<file path="src/hw/rtl/ism_pkg.sv">
// shared types and constants for the interval set merge table
package ism_pkg;

  localparam int MAX_SPANS_DEF = 16;
  localparam int UID_W         = 32;
  localparam int ACT_W         = 2;
  localparam int ST_W          = 2;
  localparam int USED_W        = 5;

  typedef enum logic [ACT_W-1:0] {
    ACT_ADD        = 2'd0,
    ACT_CONTAINS   = 2'd1,
    ACT_NEXT_LOWER = 2'd2
  } action_t;

  typedef enum logic [ST_W-1:0] {
    ST_OK   = 2'd0,
    ST_MISS = 2'd1,
    ST_BUSY = 2'd2,
    ST_FULL = 2'd3
  } status_t;

  typedef enum logic [3:0] {
    S_IDLE,
    S_SCAN,
    S_CHECK,
    S_RB_READ,
    S_RB_EVAL,
    S_RB_EMIT,
    S_RB_TAIL,
    S_RB_FLUSH,
    S_DONE
  } state_t;

  typedef struct packed {
    logic touch;
    logic covered;
    logic after;
    logic first_lt_lo;
    logic last_gt_hi;
    logic lo_in_span;
    logic below;
  } cmp_res_t;

endpackage

</file>
<file path="src/hw/rtl/ism_channels.sv">
// request and response channel interfaces

interface ism_req_if;
  import ism_pkg::*;
  logic             valid;
  logic             ready;
  logic [ACT_W-1:0] action;
  logic [UID_W-1:0] uid_value;
  logic [UID_W-1:0] span_length;
  modport source(output valid, action, uid_value, span_length, input ready);
  modport sink(input valid, action, uid_value, span_length, output ready);
endinterface

interface ism_rsp_if;
  import ism_pkg::*;
  logic              valid;
  logic              ready;
  logic [ST_W-1:0]   status;
  logic [UID_W-1:0]  found_uid;
  logic [USED_W-1:0] entries_used;
  modport source(output valid, status, found_uid, entries_used, input ready);
  modport sink(input valid, status, found_uid, entries_used, output ready);
endinterface

</file>
<file path="src/hw/rtl/ism_mem.sv">
// interval storage: one write port, one registered read port
module ism_mem #(
  parameter int DEPTH = ism_pkg::MAX_SPANS_DEF,
  parameter int AW    = $clog2(DEPTH)
) (
  input  logic                    clk,
  input  logic                    we,
  input  logic [AW-1:0]           waddr,
  input  logic [ism_pkg::UID_W-1:0] wfirst,
  input  logic [ism_pkg::UID_W-1:0] wlast,
  input  logic [AW-1:0]           raddr,
  output logic [ism_pkg::UID_W-1:0] rfirst,
  output logic [ism_pkg::UID_W-1:0] rlast
);
  import ism_pkg::*;

  logic [UID_W-1:0] mem_first [DEPTH];
  logic [UID_W-1:0] mem_last  [DEPTH];

  always_ff @(posedge clk) begin
    if (we) begin
      mem_first[waddr] <= wfirst;
      mem_last[waddr]  <= wlast;
    end
  end

  always_ff @(posedge clk) begin
    rfirst <= mem_first[raddr];
    rlast  <= mem_last[raddr];
  end

endmodule

</file>
<file path="src/hw/rtl/ism_cmp.sv">
// shared compare unit: one stored interval against the working bounds
module ism_cmp (
  input  logic [ism_pkg::UID_W-1:0] ent_first,
  input  logic [ism_pkg::UID_W-1:0] ent_last,
  input  logic [ism_pkg::UID_W-1:0] lo,
  input  logic [ism_pkg::UID_W-1:0] hi,
  output ism_pkg::cmp_res_t         res
);
  import ism_pkg::*;

  logic [UID_W:0] hi_inc;
  logic [UID_W:0] last_inc;

  assign hi_inc   = {1'b0, hi} + {{UID_W{1'b0}}, 1'b1};
  assign last_inc = {1'b0, ent_last} + {{UID_W{1'b0}}, 1'b1};

  always_comb begin
    res.touch       = ({1'b0, ent_first} <= hi_inc) && (last_inc >= {1'b0, lo});
    res.covered     = (ent_first >= lo) && (ent_last <= hi);
    res.after       = ent_first > lo;
    res.first_lt_lo = ent_first < lo;
    res.last_gt_hi  = ent_last > hi;
    res.lo_in_span  = (ent_first <= lo) && (lo <= ent_last);
    res.below       = ent_last < lo;
  end

endmodule

</file>
<file path="src/hw/rtl/interval_set_merge_table.sv">
// interval set merge table: sequencer, working registers and result stage
//
//   channel  dir  payload                                  transaction when
//   req      in   action, uid_value, span_length           req.valid && req.ready
//   rsp      out  status, found_uid, entries_used          rsp.valid && rsp.ready
//
// a query scans each held interval once; an add scans them and may then rebuild
// the table; the next transaction is taken once the result is in the output register;
// the single memory read port and the shared compare unit make these steps sequential.
// reset clears the count and control; interval memory is not cleared.
// a finished result waits in the output register while the next transaction is taken;
// a later result waits in its last step until the output register is free.
module interval_set_merge_table #(
  parameter int MAX_SPANS = ism_pkg::MAX_SPANS_DEF
) (
  input logic clk,
  input logic rst,
  ism_req_if.sink   req,
  ism_rsp_if.source rsp
);
  import ism_pkg::*;

  localparam int IDX_W = $clog2(MAX_SPANS);
  localparam int CNT_W = $clog2(MAX_SPANS + 1);
  localparam logic [CNT_W-1:0] CNT_MAX = CNT_W'(MAX_SPANS);
  localparam logic [CNT_W-1:0] CNT_ONE = CNT_W'(1);

  state_t state, state_next;

  logic [ACT_W-1:0] act, act_next;
  logic [UID_W-1:0] lo, lo_next, hi, hi_next;
  logic [UID_W-1:0] best, best_next;
  logic             touched, touched_next, hit, hit_next, have, have_next;
  logic             pend, pend_next, placed, placed_next, bvalid, bvalid_next;
  logic [UID_W-1:0] bfirst, bfirst_next, blast, blast_next;
  logic [CNT_W-1:0] idx, idx_next, wk, wk_next, total, total_next;
  logic [ST_W-1:0]  fin_status, fin_status_next;
  logic [UID_W-1:0] fin_found, fin_found_next;

  logic              out_valid, out_valid_next;
  logic [ST_W-1:0]   out_status;
  logic [UID_W-1:0]  out_found;
  logic [USED_W-1:0] out_used;
  logic              out_load;
  logic [31:0]       total_ext;

  logic [IDX_W-1:0] raddr, waddr;
  logic             mem_we;
  logic [UID_W-1:0] rfirst, rlast, wfirst, wlast;

  logic             emit_en;
  logic [UID_W-1:0] emit_first, emit_last;
  logic [CNT_W-1:0] idx_inc;
  logic [UID_W:0]   add_end;
  logic [UID_W-1:0] add_hi;
  cmp_res_t         cmp;

  ism_mem #(.DEPTH(MAX_SPANS), .AW(IDX_W)) u_mem (
    .clk(clk), .we(mem_we), .waddr(waddr), .wfirst(wfirst), .wlast(wlast),
    .raddr(raddr), .rfirst(rfirst), .rlast(rlast)
  );

  ism_cmp u_cmp (
    .ent_first(rfirst), .ent_last(rlast), .lo(lo), .hi(hi), .res(cmp)
  );

  assign idx_inc   = idx + CNT_ONE;
  assign add_end   = {1'b0, req.uid_value} + {1'b0, req.span_length}
                     - {{UID_W{1'b0}}, 1'b1};
  assign add_hi    = add_end[UID_W] ? {UID_W{1'b1}} : add_end[UID_W-1:0];
  assign out_load  = (state == S_DONE) && (!out_valid || rsp.ready);
  assign total_ext = 32'(total);

  assign req.ready        = (state == S_IDLE);
  assign rsp.valid        = out_valid;
  assign rsp.status       = out_status;
  assign rsp.found_uid    = out_found;
  assign rsp.entries_used = out_used;

  // next state
  always_comb begin
    state_next = state;
    case (state)
      S_IDLE: begin
        if (req.valid) begin
          if (req.action == ACT_ADD) begin
            state_next = (req.span_length == '0) ? S_DONE : S_SCAN;
          end else if (req.action == ACT_CONTAINS) begin
            state_next = S_SCAN;
          end else if (req.action == ACT_NEXT_LOWER) begin
            state_next = (req.uid_value == '0) ? S_DONE : S_SCAN;
          end else begin
            state_next = S_DONE;
          end
        end
      end
      S_SCAN: begin
        if (!pend && !(idx < total)) state_next = S_CHECK;
      end
      S_CHECK: begin
        if (act != ACT_ADD) begin
          state_next = S_DONE;
        end else if (!touched && (total >= CNT_MAX)) begin
          state_next = S_DONE;
        end else if (total == '0) begin
          state_next = S_RB_TAIL;
        end else begin
          state_next = S_RB_READ;
        end
      end
      S_RB_READ: state_next = S_RB_EVAL;
      S_RB_EVAL: begin
        if (!cmp.covered && !placed && cmp.after) begin
          state_next = S_RB_EMIT;
        end else begin
          state_next = (idx_inc < total) ? S_RB_READ : S_RB_TAIL;
        end
      end
      S_RB_EMIT:  state_next = (idx_inc < total) ? S_RB_READ : S_RB_TAIL;
      S_RB_TAIL:  state_next = S_RB_FLUSH;
      S_RB_FLUSH: state_next = S_DONE;
      S_DONE: begin
        if (out_load) state_next = S_IDLE;
      end
      default: state_next = S_IDLE;
    endcase
  end

  // datapath and memory control
  always_comb begin
    act_next        = act;
    lo_next         = lo;
    hi_next         = hi;
    best_next       = best;
    touched_next    = touched;
    hit_next        = hit;
    have_next       = have;
    pend_next       = pend;
    placed_next     = placed;
    bvalid_next     = bvalid;
    bfirst_next     = bfirst;
    blast_next      = blast;
    idx_next        = idx;
    wk_next         = wk;
    total_next      = total;
    fin_status_next = fin_status;
    fin_found_next  = fin_found;
    raddr           = idx[IDX_W-1:0];
    mem_we          = 1'b0;
    waddr           = wk[IDX_W-1:0];
    wfirst          = bfirst;
    wlast           = blast;
    emit_en         = 1'b0;
    emit_first      = lo;
    emit_last       = hi;

    case (state)
      S_IDLE: begin
        if (req.valid) begin
          act_next        = req.action;
          lo_next         = req.uid_value;
          hi_next         = req.uid_value;
          touched_next    = 1'b0;
          hit_next        = 1'b0;
          have_next       = 1'b0;
          pend_next       = 1'b0;
          idx_next        = '0;
          fin_status_next = ST_OK;
          fin_found_next  = '0;
          if (req.action == ACT_ADD) begin
            hi_next = add_hi;
          end else if (req.action == ACT_NEXT_LOWER) begin
            lo_next = req.uid_value - {{(UID_W-1){1'b0}}, 1'b1};
            hi_next = req.uid_value - {{(UID_W-1){1'b0}}, 1'b1};
            if (req.uid_value == '0) fin_status_next = ST_BUSY;
          end
        end
      end
      S_SCAN: begin
        if (pend) begin
          if (act == ACT_ADD) begin
            if (cmp.touch) begin
              touched_next = 1'b1;
              if (cmp.first_lt_lo) lo_next = rfirst;
              if (cmp.last_gt_hi) hi_next = rlast;
            end
          end else begin
            if (cmp.lo_in_span) hit_next = 1'b1;
            if (cmp.below) begin
              best_next = rlast;
              have_next = 1'b1;
            end
          end
        end
        if (idx < total) begin
          pend_next = 1'b1;
          idx_next  = idx_inc;
        end else begin
          pend_next = 1'b0;
        end
      end
      S_CHECK: begin
        idx_next    = '0;
        wk_next     = '0;
        placed_next = 1'b0;
        bvalid_next = 1'b0;
        if (act == ACT_ADD) begin
          if (!touched && (total >= CNT_MAX)) fin_status_next = ST_FULL;
        end else if (act == ACT_CONTAINS) begin
          fin_status_next = hit ? ST_OK : ST_MISS;
        end else if (hit) begin
          fin_found_next = lo;
        end else if (have) begin
          fin_found_next = best;
        end else begin
          fin_status_next = ST_BUSY;
        end
      end
      S_RB_EVAL: begin
        if (cmp.covered) begin
          idx_next = idx_inc;
        end else if (!placed && cmp.after) begin
          emit_en     = 1'b1;
          placed_next = 1'b1;
        end else begin
          emit_en    = 1'b1;
          emit_first = rfirst;
          emit_last  = rlast;
          idx_next   = idx_inc;
        end
      end
      S_RB_EMIT: begin
        emit_en    = 1'b1;
        emit_first = rfirst;
        emit_last  = rlast;
        idx_next   = idx_inc;
      end
      S_RB_TAIL: begin
        if (!placed) begin
          emit_en     = 1'b1;
          placed_next = 1'b1;
        end
      end
      S_RB_FLUSH: begin
        if (bvalid) begin
          mem_we      = 1'b1;
          wk_next     = wk + CNT_ONE;
          bvalid_next = 1'b0;
          total_next  = wk + CNT_ONE;
        end else begin
          total_next  = wk;
        end
      end
      default: begin
      end
    endcase

    // one-deep write buffer keeps writes behind the read index
    if (emit_en) begin
      if (bvalid) begin
        mem_we  = 1'b1;
        wk_next = wk + CNT_ONE;
      end
      bfirst_next = emit_first;
      blast_next  = emit_last;
      bvalid_next = 1'b1;
    end
  end

  always_comb begin
    out_valid_next = out_valid;
    if (out_load) begin
      out_valid_next = 1'b1;
    end else if (rsp.ready) begin
      out_valid_next = 1'b0;
    end
  end

  always_ff @(posedge clk) begin
    if (rst) begin
      state     <= S_IDLE;
      total     <= '0;
      pend      <= 1'b0;
      bvalid    <= 1'b0;
      out_valid <= 1'b0;
    end else begin
      state     <= state_next;
      total     <= total_next;
      pend      <= pend_next;
      bvalid    <= bvalid_next;
      out_valid <= out_valid_next;
    end
  end

  always_ff @(posedge clk) begin
    act        <= act_next;
    lo         <= lo_next;
    hi         <= hi_next;
    best       <= best_next;
    touched    <= touched_next;
    hit        <= hit_next;
    have       <= have_next;
    placed     <= placed_next;
    bfirst     <= bfirst_next;
    blast      <= blast_next;
    idx        <= idx_next;
    wk         <= wk_next;
    fin_status <= fin_status_next;
    fin_found  <= fin_found_next;
    if (out_load) begin
      out_status <= fin_status;
      out_found  <= fin_found;
      out_used   <= total_ext[USED_W-1:0];
    end
  end

`ifndef SYNTH
  a_count_bound: assert property (@(posedge clk) disable iff (rst)
    total <= CNT_MAX)
    else $error("interval count above table depth");

  a_write_in_rebuild: assert property (@(posedge clk) disable iff (rst)
    mem_we |-> (state == S_RB_EVAL || state == S_RB_EMIT ||
                state == S_RB_TAIL || state == S_RB_FLUSH))
    else $error("interval memory written outside rebuild");

  a_write_behind_read: assert property (@(posedge clk) disable iff (rst)
    (mem_we && (state == S_RB_EVAL || state == S_RB_EMIT)) |-> (wk <= idx))
    else $error("rebuild write overtook the read index");

  a_busy_after_accept: assert property (@(posedge clk) disable iff (rst)
    (req.valid && req.ready) |=> !req.ready)
    else $error("new transaction taken while one is in progress");

  a_result_from_done: assert property (@(posedge clk) disable iff (rst)
    $rose(out_valid) |-> $past(state == S_DONE))
    else $error("result presented outside the final step");
`endif

endmodule
</file>
<file path="src/flat_wrapper.sv">
// flat-port wrapper written by rule: the top's interface ports become plain ports
module interval_set_merge_table_flat import ism_pkg::*;
#(
  parameter int MAX_SPANS = ism_pkg::MAX_SPANS_DEF
)
  (clk, rst, req_valid, req_action, req_uid_value, req_span_length, req_ready, rsp_valid, rsp_status, rsp_found_uid, rsp_entries_used, rsp_ready);
  ism_req_if req_i ();
  ism_rsp_if rsp_i ();
  input logic clk;
  input logic rst;
  input wire logic [$bits(req_i.valid)-1:0] req_valid;
  input wire logic [$bits(req_i.action)-1:0] req_action;
  input wire logic [$bits(req_i.uid_value)-1:0] req_uid_value;
  input wire logic [$bits(req_i.span_length)-1:0] req_span_length;
  output wire logic [$bits(req_i.ready)-1:0] req_ready;
  output wire logic [$bits(rsp_i.valid)-1:0] rsp_valid;
  output wire logic [$bits(rsp_i.status)-1:0] rsp_status;
  output wire logic [$bits(rsp_i.found_uid)-1:0] rsp_found_uid;
  output wire logic [$bits(rsp_i.entries_used)-1:0] rsp_entries_used;
  input wire logic [$bits(rsp_i.ready)-1:0] rsp_ready;
  assign req_i.valid = req_valid;
  assign req_i.action = req_action;
  assign req_i.uid_value = req_uid_value;
  assign req_i.span_length = req_span_length;
  assign req_ready = req_i.ready;
  assign rsp_valid = rsp_i.valid;
  assign rsp_status = rsp_i.status;
  assign rsp_found_uid = rsp_i.found_uid;
  assign rsp_entries_used = rsp_i.entries_used;
  assign rsp_i.ready = rsp_ready;
  interval_set_merge_table #(.MAX_SPANS(MAX_SPANS)) u_core (.clk(clk), .rst(rst), .req(req_i), .rsp(rsp_i));
endmodule
</file>
<file path="config.mk">
export PLATFORM = sky130hd
export DESIGN_NAME = interval_set_merge_table_flat
export DESIGN_NICKNAME = d
export VERILOG_FILES = /design/src/hw/rtl/ism_pkg.sv /design/src/hw/rtl/ism_channels.sv /design/src/hw/rtl/ism_mem.sv /design/src/hw/rtl/ism_cmp.sv /design/src/hw/rtl/interval_set_merge_table.sv /design/src/flat_wrapper.sv
export SDC_FILE = /design/constraint.sdc
export NUM_CORES = 2
export LEC_CHECK = 0
export BUFFER_PORTS_ARGS = -buffer_cell sky130_fd_sc_hd__buf_2
export CAP_MARGIN = 10
export CORE_AREA = 3 3 347 349
export DETAILED_ROUTE_END_ITERATION = 10
export DIE_AREA = 0 0 350 352
export PLACE_DENSITY_LB_ADDON = 0.3
export SLEW_MARGIN = 20
export SYNTH_ARGS = -nofsm -noshare
export SYNTH_HDL_FRONTEND = slang
export SYNTH_SLANG_ARGS = --single-unit
export TNS_END_PERCENT = 10
</file>
<file path="constraint.sdc">
create_clock -name clk -period 15.6 [get_ports clk]
set_input_delay 0.78 -clock clk [delete_from_list [all_inputs] [get_ports clk]]
set_output_delay 0.78 -clock clk [all_outputs]
set_load 0.03 [all_outputs]
</file>
# --- Word level (Yosys, flattened, before mapping) ---
# Memory sizes are Yosys's and may differ from the RTL's. A register that Yosys moved wholly into a read port is not among the register bits.
# Index checks and enable logic that the tools add are counted.
# W data, S select, Z words.
totals:
  memories: 2
  register_bits: 261
  ram_bits: 1024
memory_table:
  columns: ["memory", "words", "width", "read_ports", "rd_clocked_by_memory_dff", "write_ports", "line", "source"]
  rows:
  - ["u_core.u_mem.mem_first", 16, 32, 1, 1, 1, "ism_mem.sv:17", "logic [UID_W-1:0] mem_first [DEPTH];"]
  - ["u_core.u_mem.mem_last", 16, 32, 1, 1, 1, "ism_mem.sv:18", "logic [UID_W-1:0] mem_last [DEPTH];"]
op_classes:
  addsub: 7
  n_bitwise: 1
  eq_ne: 32
  muxes: 93
  magnitude_cmp: 13
  n_reduce_logical: 43
op_table:
  columns: ["operator", "n"]
  rows:
  - ["$mux W32", 23]
  - ["$pmux W32 S2", 5]
  - ["$le A32 B32 Y1", 3]
  - ["$add A32 B1 Y33 const B", 2]
  - ["$gt A32 B32 Y1", 2]
  - ["$logic_not A32 Y1", 2]
  - ["$lt A32 B32 Y1", 2]
  - ["$mux W4", 11]
  - ["$pmux W4 S9", 1]
  - ["$mux W5", 7]
  - ["$add A32 B32 Y33", 1]
  - ["$ge A33 B32 Y1", 1]
  - ["$le A32 B33 Y1", 1]
  - ["$sub A33 B1 Y33 const B", 1]
  - ["$ge A32 B32 Y1", 1]
  - ["$sub A32 B1 Y32 const B", 1]
  - ["$mux W1", 26]
  - ["$pmux W5 S5", 1]
  - ["$reduce_and A5 Y1", 5]
  - ["$ne A2 B1 Y1 const B", 11]
  - ["$mux W2", 9]
  - ["$eq A4 B3 Y1 const B", 4]
  - ["$reduce_and A6 Y1", 2]
  - ["$add A5 B1 Y5 const B", 2]
  - ["other kinds (30)", 65]

# --- Longest topological paths before layout ---
depth:
  word_depth: 7
  ltp_mapped: 18
  mapped_depth_nobuf: 17

# --- By module ---
# A second synthesis with hierarchy kept.
hier_totals:
  hier_cells: 3580
  hier_area_um2: 58602.5
by_module_without_submodules:
  columns: ["module", "cells_per_inst", "area_per_inst_um2", "seq_area_each_um2", "instances"]
  rows:
  - ["ism_mem", 1647, 39555.4, 32030.7, 1]
  - ["interval_set_merge_table", 1292, 14218.6, 7667.4, 1]
  - ["ism_cmp", 641, 4828.4, 0.0, 1]

# --- Worst setup path after synthesis ---
# No wires, ideal clock.
synth_path:
  kind: "reg2reg"
  start: "reg u_core.lo[25]"
  end: "mem u_core.u_mem.mem_first[0][0] (enable)"
  path_stages_with_launch: 13
  setup_time_ns: 0.644
  n_path_buf: 1
  setup_slack_ns: 6.343
  t_required_ns: 14.956
  t_arrival_ns: 8.613
  path_cell_list: "edfxtp_1 inv_1 ha_1 a21o_1 a21o_1 a21oi_1 o211ai_1 a221oi_1 o21ai_0 o211ai_1 nand3_1 clkbuf_1 nor4_1"
synth_between:
  elab_chain_len: 7
synth_rtl:
  columns: ["element", "line", "source"]
  rows:
  - ["start, declared", "interval_set_merge_table.sv:31", "logic [UID_W-1:0] lo, lo_next, hi, hi_next;"]
  - ["start signal, assigned", "interval_set_merge_table.sv:297", "lo <= lo_next;"]
  - ["$ge A32 B32 Y1", "ism_cmp.sv:19", "res.covered = (ent_first >= lo) && (ent_last <= hi);"]
  - ["$logic_and A1 B1 Y1", "ism_cmp.sv:19", null]
  - ["$mux W1", "interval_set_merge_table.sv:220", "if (cmp.covered) begin"]
  - ["$pmux W1 S3", "interval_set_merge_table.sv:157", "case (state)"]
  - ["$mux W1", "interval_set_merge_table.sv:259", "if (emit_en) begin"]
  - ["$mux W1", "ism_mem.sv:21", "if (we) begin"]
  - ["$mux W1 (not written as such)", "ism_mem.sv:22", "mem_first[waddr] <= wfirst;"]
  - ["end, declared", "ism_mem.sv:17", null]
# No other way between the ends.

# --- Worst setup path in the final report ---
layout_path:
  start: "reg u_core.lo[25]"
  end: "mem u_core.u_mem.mem_first[6][22] (enable)"
# The elaborated chain is that of the path after synthesis.

==> Flow_metrics.wiki <==
{| class="wikitable"
! Metric !! Value
|-
| Outcome || completed
|-
| Switching part of the total power || 29.9%
|-
| CP peak stage delay || 0.80 ns
|-
| Die Outline Area || 0.123 mm^2
|-
| Capture instance of the worst register-to-register path || u_core.u_mem.mem_first[6][22]$_DFFE_PP_
|-
| Number of DRC markers in iteration 0 || 3,439
|-
| EDFF count, synth || 1,268
|-
| Peak ir drop on the vdd network || 109 uV
|-
| Syn_nets || 3,716
|-
| Wirelength per Cell || 27.8 um
|-
| Fraction of registers with async set/reset || 0%
|-
| Worst reg-to-reg path cell count || 14
|-
| Clock share of power || 30.8%
|-
| Grt peak-use layer || met2
|-
| Antenna Cells || 0
|-
| MaxCap Viol Count || 0
|-
| Pin count of the biggest net entering global routing || 137
|-
| Post-Route Skew || 0.0241 ns
|-
| Clock Tree Buf Depth || 3
|-
| Met1 track demand over resource in global routing || 34.0%
|-
| Standard-cell rows || 126
|-
| Port bufs || 110
|-
| Registers with the most flip-flops || u_core.u_mem.mem_first (512), u_core.u_mem.mem_last (512)
|-
| Post-CTS clock slew at the launch and capture registers of the worst setup and hold paths || 0.06 ns
|-
| Clock insertion delay at the later pin of the skew report || 0.74 ns
|-
| Area added between synthesis and finish || 11.7%
|-
| Met2 usage || 37.6%
|-
| Slowest library cell on the worst path || sky130_fd_sc_hd__buf_4
|-
| Antenna-violating nets left || 0
|-
| Vias in the first global route || 31,700
|-
| Tightest slew margin relative to the limit || 27.7%
|-
| Clock period minus worst slack || 5.97 ns
|-
| Number of levels in the clock H-tree || 4
|-
| Number of setup buffers added after CTS || 0
|-
| Fin. Hold Viols || 0
|-
| Critical Path Source || u_core.lo[25]$_DFFE_PP_
|-
| Pre-CTS worst setup slack || 9.56 ns
|-
| Initial antenna violation count || 12
|-
| Starting Density || 49.8%
|-
| Share of cells above drive strength 1 || 21.5%
|-
| Number of clock buffers inserted by TritonCTS || 135
|-
| Cell-by-cell listing of the critical path || inv_1 -> ha_1 -> a21o_1 -> a21o_1 -> a21oi_1 -> o211ai_1 -> a221oi_1 -> o21ai_0 -> buf_4 -> o211ai_1 -> nand3_1 -> nor3_2 -> buf_4 -> buf_4
|-
| HPWL reported at the end of detailed placement || 92.2 mm
|-
| Worst setup path class || reg2reg
|-
| Top post-synthesis cells by area || sky130_fd_sc_hd__edfxtp_1, sky130_fd_sc_hd__mux4_2, sky130_fd_sc_hd__ha_1, sky130_fd_sc_hd__dfxtp_1, sky130_fd_sc_hd__xnor2_1
|-
| Wire length of the first global-routing pass || 214 mm
|-
| Synth Warn # || 0
|-
| Net switching power || 3.00 mW
|-
| Final period util || 38.3%
|-
| Worst Max-Slew Pin Slew || 1.08 ns
|-
| R2r startpoint || u_core.lo[25]$_DFFE_PP_
|-
| Post-synth top area share || 65.0%
|-
| Total count of max-transition violations in the final report || 0
|-
| Critical path endpoint || u_core.u_mem.mem_first[6][22]$_DFFE_PP_
|-
| Post-layout total power || 10.0 mW
|-
| Mapped cell area || 0.0586 mm^2
|-
| Post-synth top flop || sky130_fd_sc_hd__edfxtp_1
|-
| Library cell appearing most often on the critical path || sky130_fd_sc_hd__buf_4
|-
| Internal Power || 7.04 mW
|-
| Classification of the worst-slack hold path || in2reg
|-
| Overflow left after global routing || 0
|-
| Mapped Avg Cell Area || 17.2 um^2
|-
| Vias per Instance || 6.08
|-
| Final Routed Wirelength || 145 mm
|-
| DR pass1 iterations || 5
|-
| Number of clock sinks || 1,349
|-
| Chip Width || 350 um
|-
| Power per standard cell area || 153 mW/mm^2
|-
| Sequential-to-total area share from yosys stat || 67.7%
|-
| Total of flip-flops plus latches after synthesis || 1,349
|-
| Nature of the critical path startpoint || flip-flop
|-
| Cells after synthesis || 3,406
|-
| Met3 layer usage reported by global route || 4.02%
|-
| Startpoint of the worst hold path || rst
|-
| Global Route Usage Sum || 23.7%
|-
| Worst EP arrival || 6.32 ns
|-
| Final Net Count || 3,896
|-
| Final setup vio count || 0
|-
| Leakage || 22.5 nW
|-
| Data required time at the worst endpoint || 15.95 ns
|-
| Placeable core region || 0.118 mm^2
|-
| CP max FO || 49
|-
| GPL Wtd Cong || 0.930
|-
| Post-detailed-route DRC marker count || 0
|-
| CTS tree || done
|-
| Number of hold buffers added after CTS || 0
|-
| Routed via count || 31,800
|-
| Clock Root Buffer || sky130_fd_sc_hd__clkbuf_16
|-
| Setup slack, reg-to-reg || 9.63 ns
|-
| Unrepaired setup endpoints after global routing || false
|-
| Top-level I/O count || 111
|-
| Die Ht || 352 um
|-
| Count of cells resized by post-cts repair || 0
|-
| Critical Path Sink Type || flip-flop
|-
| Distinct cell type count after synthesis || 75
|-
| Max Freq || 0.167 GHz
|-
| Final sum of negative setup slack || 0 ns
|-
| Worst Setup Slack, final || 9.63 ns
|-
| Sequential Power Share || 44.7%
|-
| Cell type with the largest total area after synthesis || sky130_fd_sc_hd__edfxtp_1
|-
| Fraction of power consumed by combinational cells || 24.5%
|}
-- critical path: cells and delay by family, from the launching register on --
kind,cells,cell delay [ns]
buffers and inverters,4,1.48
AO/OA/AOI/OAI,7,2.01
flip-flops,1,0.40
adder cells (fa/ha/maj),1,0.25
AND/OR/NAND/NOR,2,1.35
-- layer usage --
| metal | share of wire (%) | vias to the layer above |
|---|---|---|
| met5 | 0.0089 | - |
| met4 | 2.6 | 2 |
| met3 | 7.7 | 212 |
| met2 | 48 | 1269 |
| met1 | 42 | 16500 |
| li1 | - | 13800 |
-- worst min-delay path by stage --
stage / endpoint / slack, ns / cells after the start
CTS: u_core.bvalid$_SDFFE_PP0P_ / 0.34 / 2
detailed placement: u_core.rsp.found_uid[2]$_DFFE_PP_ / 0.40 / 0
finish: u_core.pend$_SDFFE_PP0P_ / 0.39 / 2
global route: u_core.pend$_SDFFE_PP0P_ / 0.38 / 2
floorplan: u_core.rsp.found_uid[0]$_DFFE_PP_ / 0.40 / 0
global placement: u_core.rsp.status[0]$_DFFE_PP_ / 0.40 / 0
-- Yosys cell counts (all sizes together) (13+ instances only) --
cell type and n:
nor4 23, mux2 67, dfxtp 81, xor2 17, o21ai 71, nand2 106
inv 219, nand3 49, buf 40, nor2 178, xnor2 106, nor2b 23
clkbuf 88, edfxtp 1268, nand4 53, a21o 76, a21oi 115, nand2b 13
ha 239, nor3 37, mux4 320, o22ai 16, mux2i 39, o21a 13
and3 18, a211oi 16
-- final cells by class --
class	instances	area [um^2]
clock inverter	68	485
multi-input combinational	1709	17700
sequential	1349	39700
fill	8948	52300
clock buffer	178	3730
timing repair buffer	171	1070
tap	1536	1920
inverter	220	830
-- kinds of logic after synthesis --
kind of cell             Yosys count  share of synthesized area, %
flip-flops                      1349                          67.7
multiplexers                     426                          14.3
buffers and inverters            348                          2.25
XOR/XNOR                         123                          1.84
AO/OA/AOI/OAI                    375                          4.08
adder cells (fa/ha/maj)          240                          5.14
AND/OR/NAND/NOR                  545                          4.69
-- through the flow --
| step | std cells | cell area (um^2) | utilization [%] | hold WS (ns) |
|---|---|---|---|---|
| floorplan | 3406 | 58600 | - | 0.400 |
| global placement | 4983 | 61200 | 51.9 | 0.401 |
| detailed placement | 4983 | 61200 | 51.9 | 0.405 |
| CTS | 5229 | 65400 | 55.5 | 0.338 |
| global route | 5231 | 65400 | 55.6 | 0.382 |
| finish | 5231 | 65400 | 55.6 | 0.389 |
-- cell usage in the layout (no fill, tap or decap), types with 8 or more instances in the layout --
cell type	n
sky130_fd_sc_hd__buf_2	110
sky130_fd_sc_hd__o22ai_1	15
sky130_fd_sc_hd__o31ai_1	8
sky130_fd_sc_hd__and4_1	11
sky130_fd_sc_hd__xor2_1	17
sky130_fd_sc_hd__clkbuf_16	142
sky130_fd_sc_hd__nor2_1	175
sky130_fd_sc_hd__mux2i_1	39
sky130_fd_sc_hd__mux4_2	320
sky130_fd_sc_hd__nand3_1	49
sky130_fd_sc_hd__o211ai_1	9
sky130_fd_sc_hd__and3_1	18
sky130_fd_sc_hd__o21a_1	13
sky130_fd_sc_hd__edfxtp_1	1268
sky130_fd_sc_hd__nand2_1	102
sky130_fd_sc_hd__o21ai_0	67
sky130_fd_sc_hd__a21oi_1	115
sky130_fd_sc_hd__clkinv_1	31
sky130_fd_sc_hd__nor2b_1	22
sky130_fd_sc_hd__xnor2_1	106
sky130_fd_sc_hd__ha_1	239
sky130_fd_sc_hd__nor3_2	11
sky130_fd_sc_hd__nor4_1	16
sky130_fd_sc_hd__a211oi_1	15
sky130_fd_sc_hd__nand2b_1	13
sky130_fd_sc_hd__nand4_1	53
sky130_fd_sc_hd__mux2_2	66
sky130_fd_sc_hd__clkinv_2	16
sky130_fd_sc_hd__clkbuf_1	32
sky130_fd_sc_hd__inv_1	217
sky130_fd_sc_hd__a21o_1	76
sky130_fd_sc_hd__dfxtp_1	81
sky130_fd_sc_hd__buf_4	57
sky130_fd_sc_hd__nor3_1	26
-- power groups by stage --
| stage | Sequential (mW) | Clock (mW) | Combinational, mW |
|---|---|---|---|
| finish | 4.49 | 3.09 | 2.45 |
| global route | 4.51 | 3.29 | 2.67 |
| CTS | 4.48 | 3.15 | 2.46 |
| detailed placement | 4.56 | 0 | 2.44 |
| global placement | 4.55 | 0 | 2.43 |
| floorplan | 4.40 | 0 | 1.72 |
(Power assumes the default switching activity.)
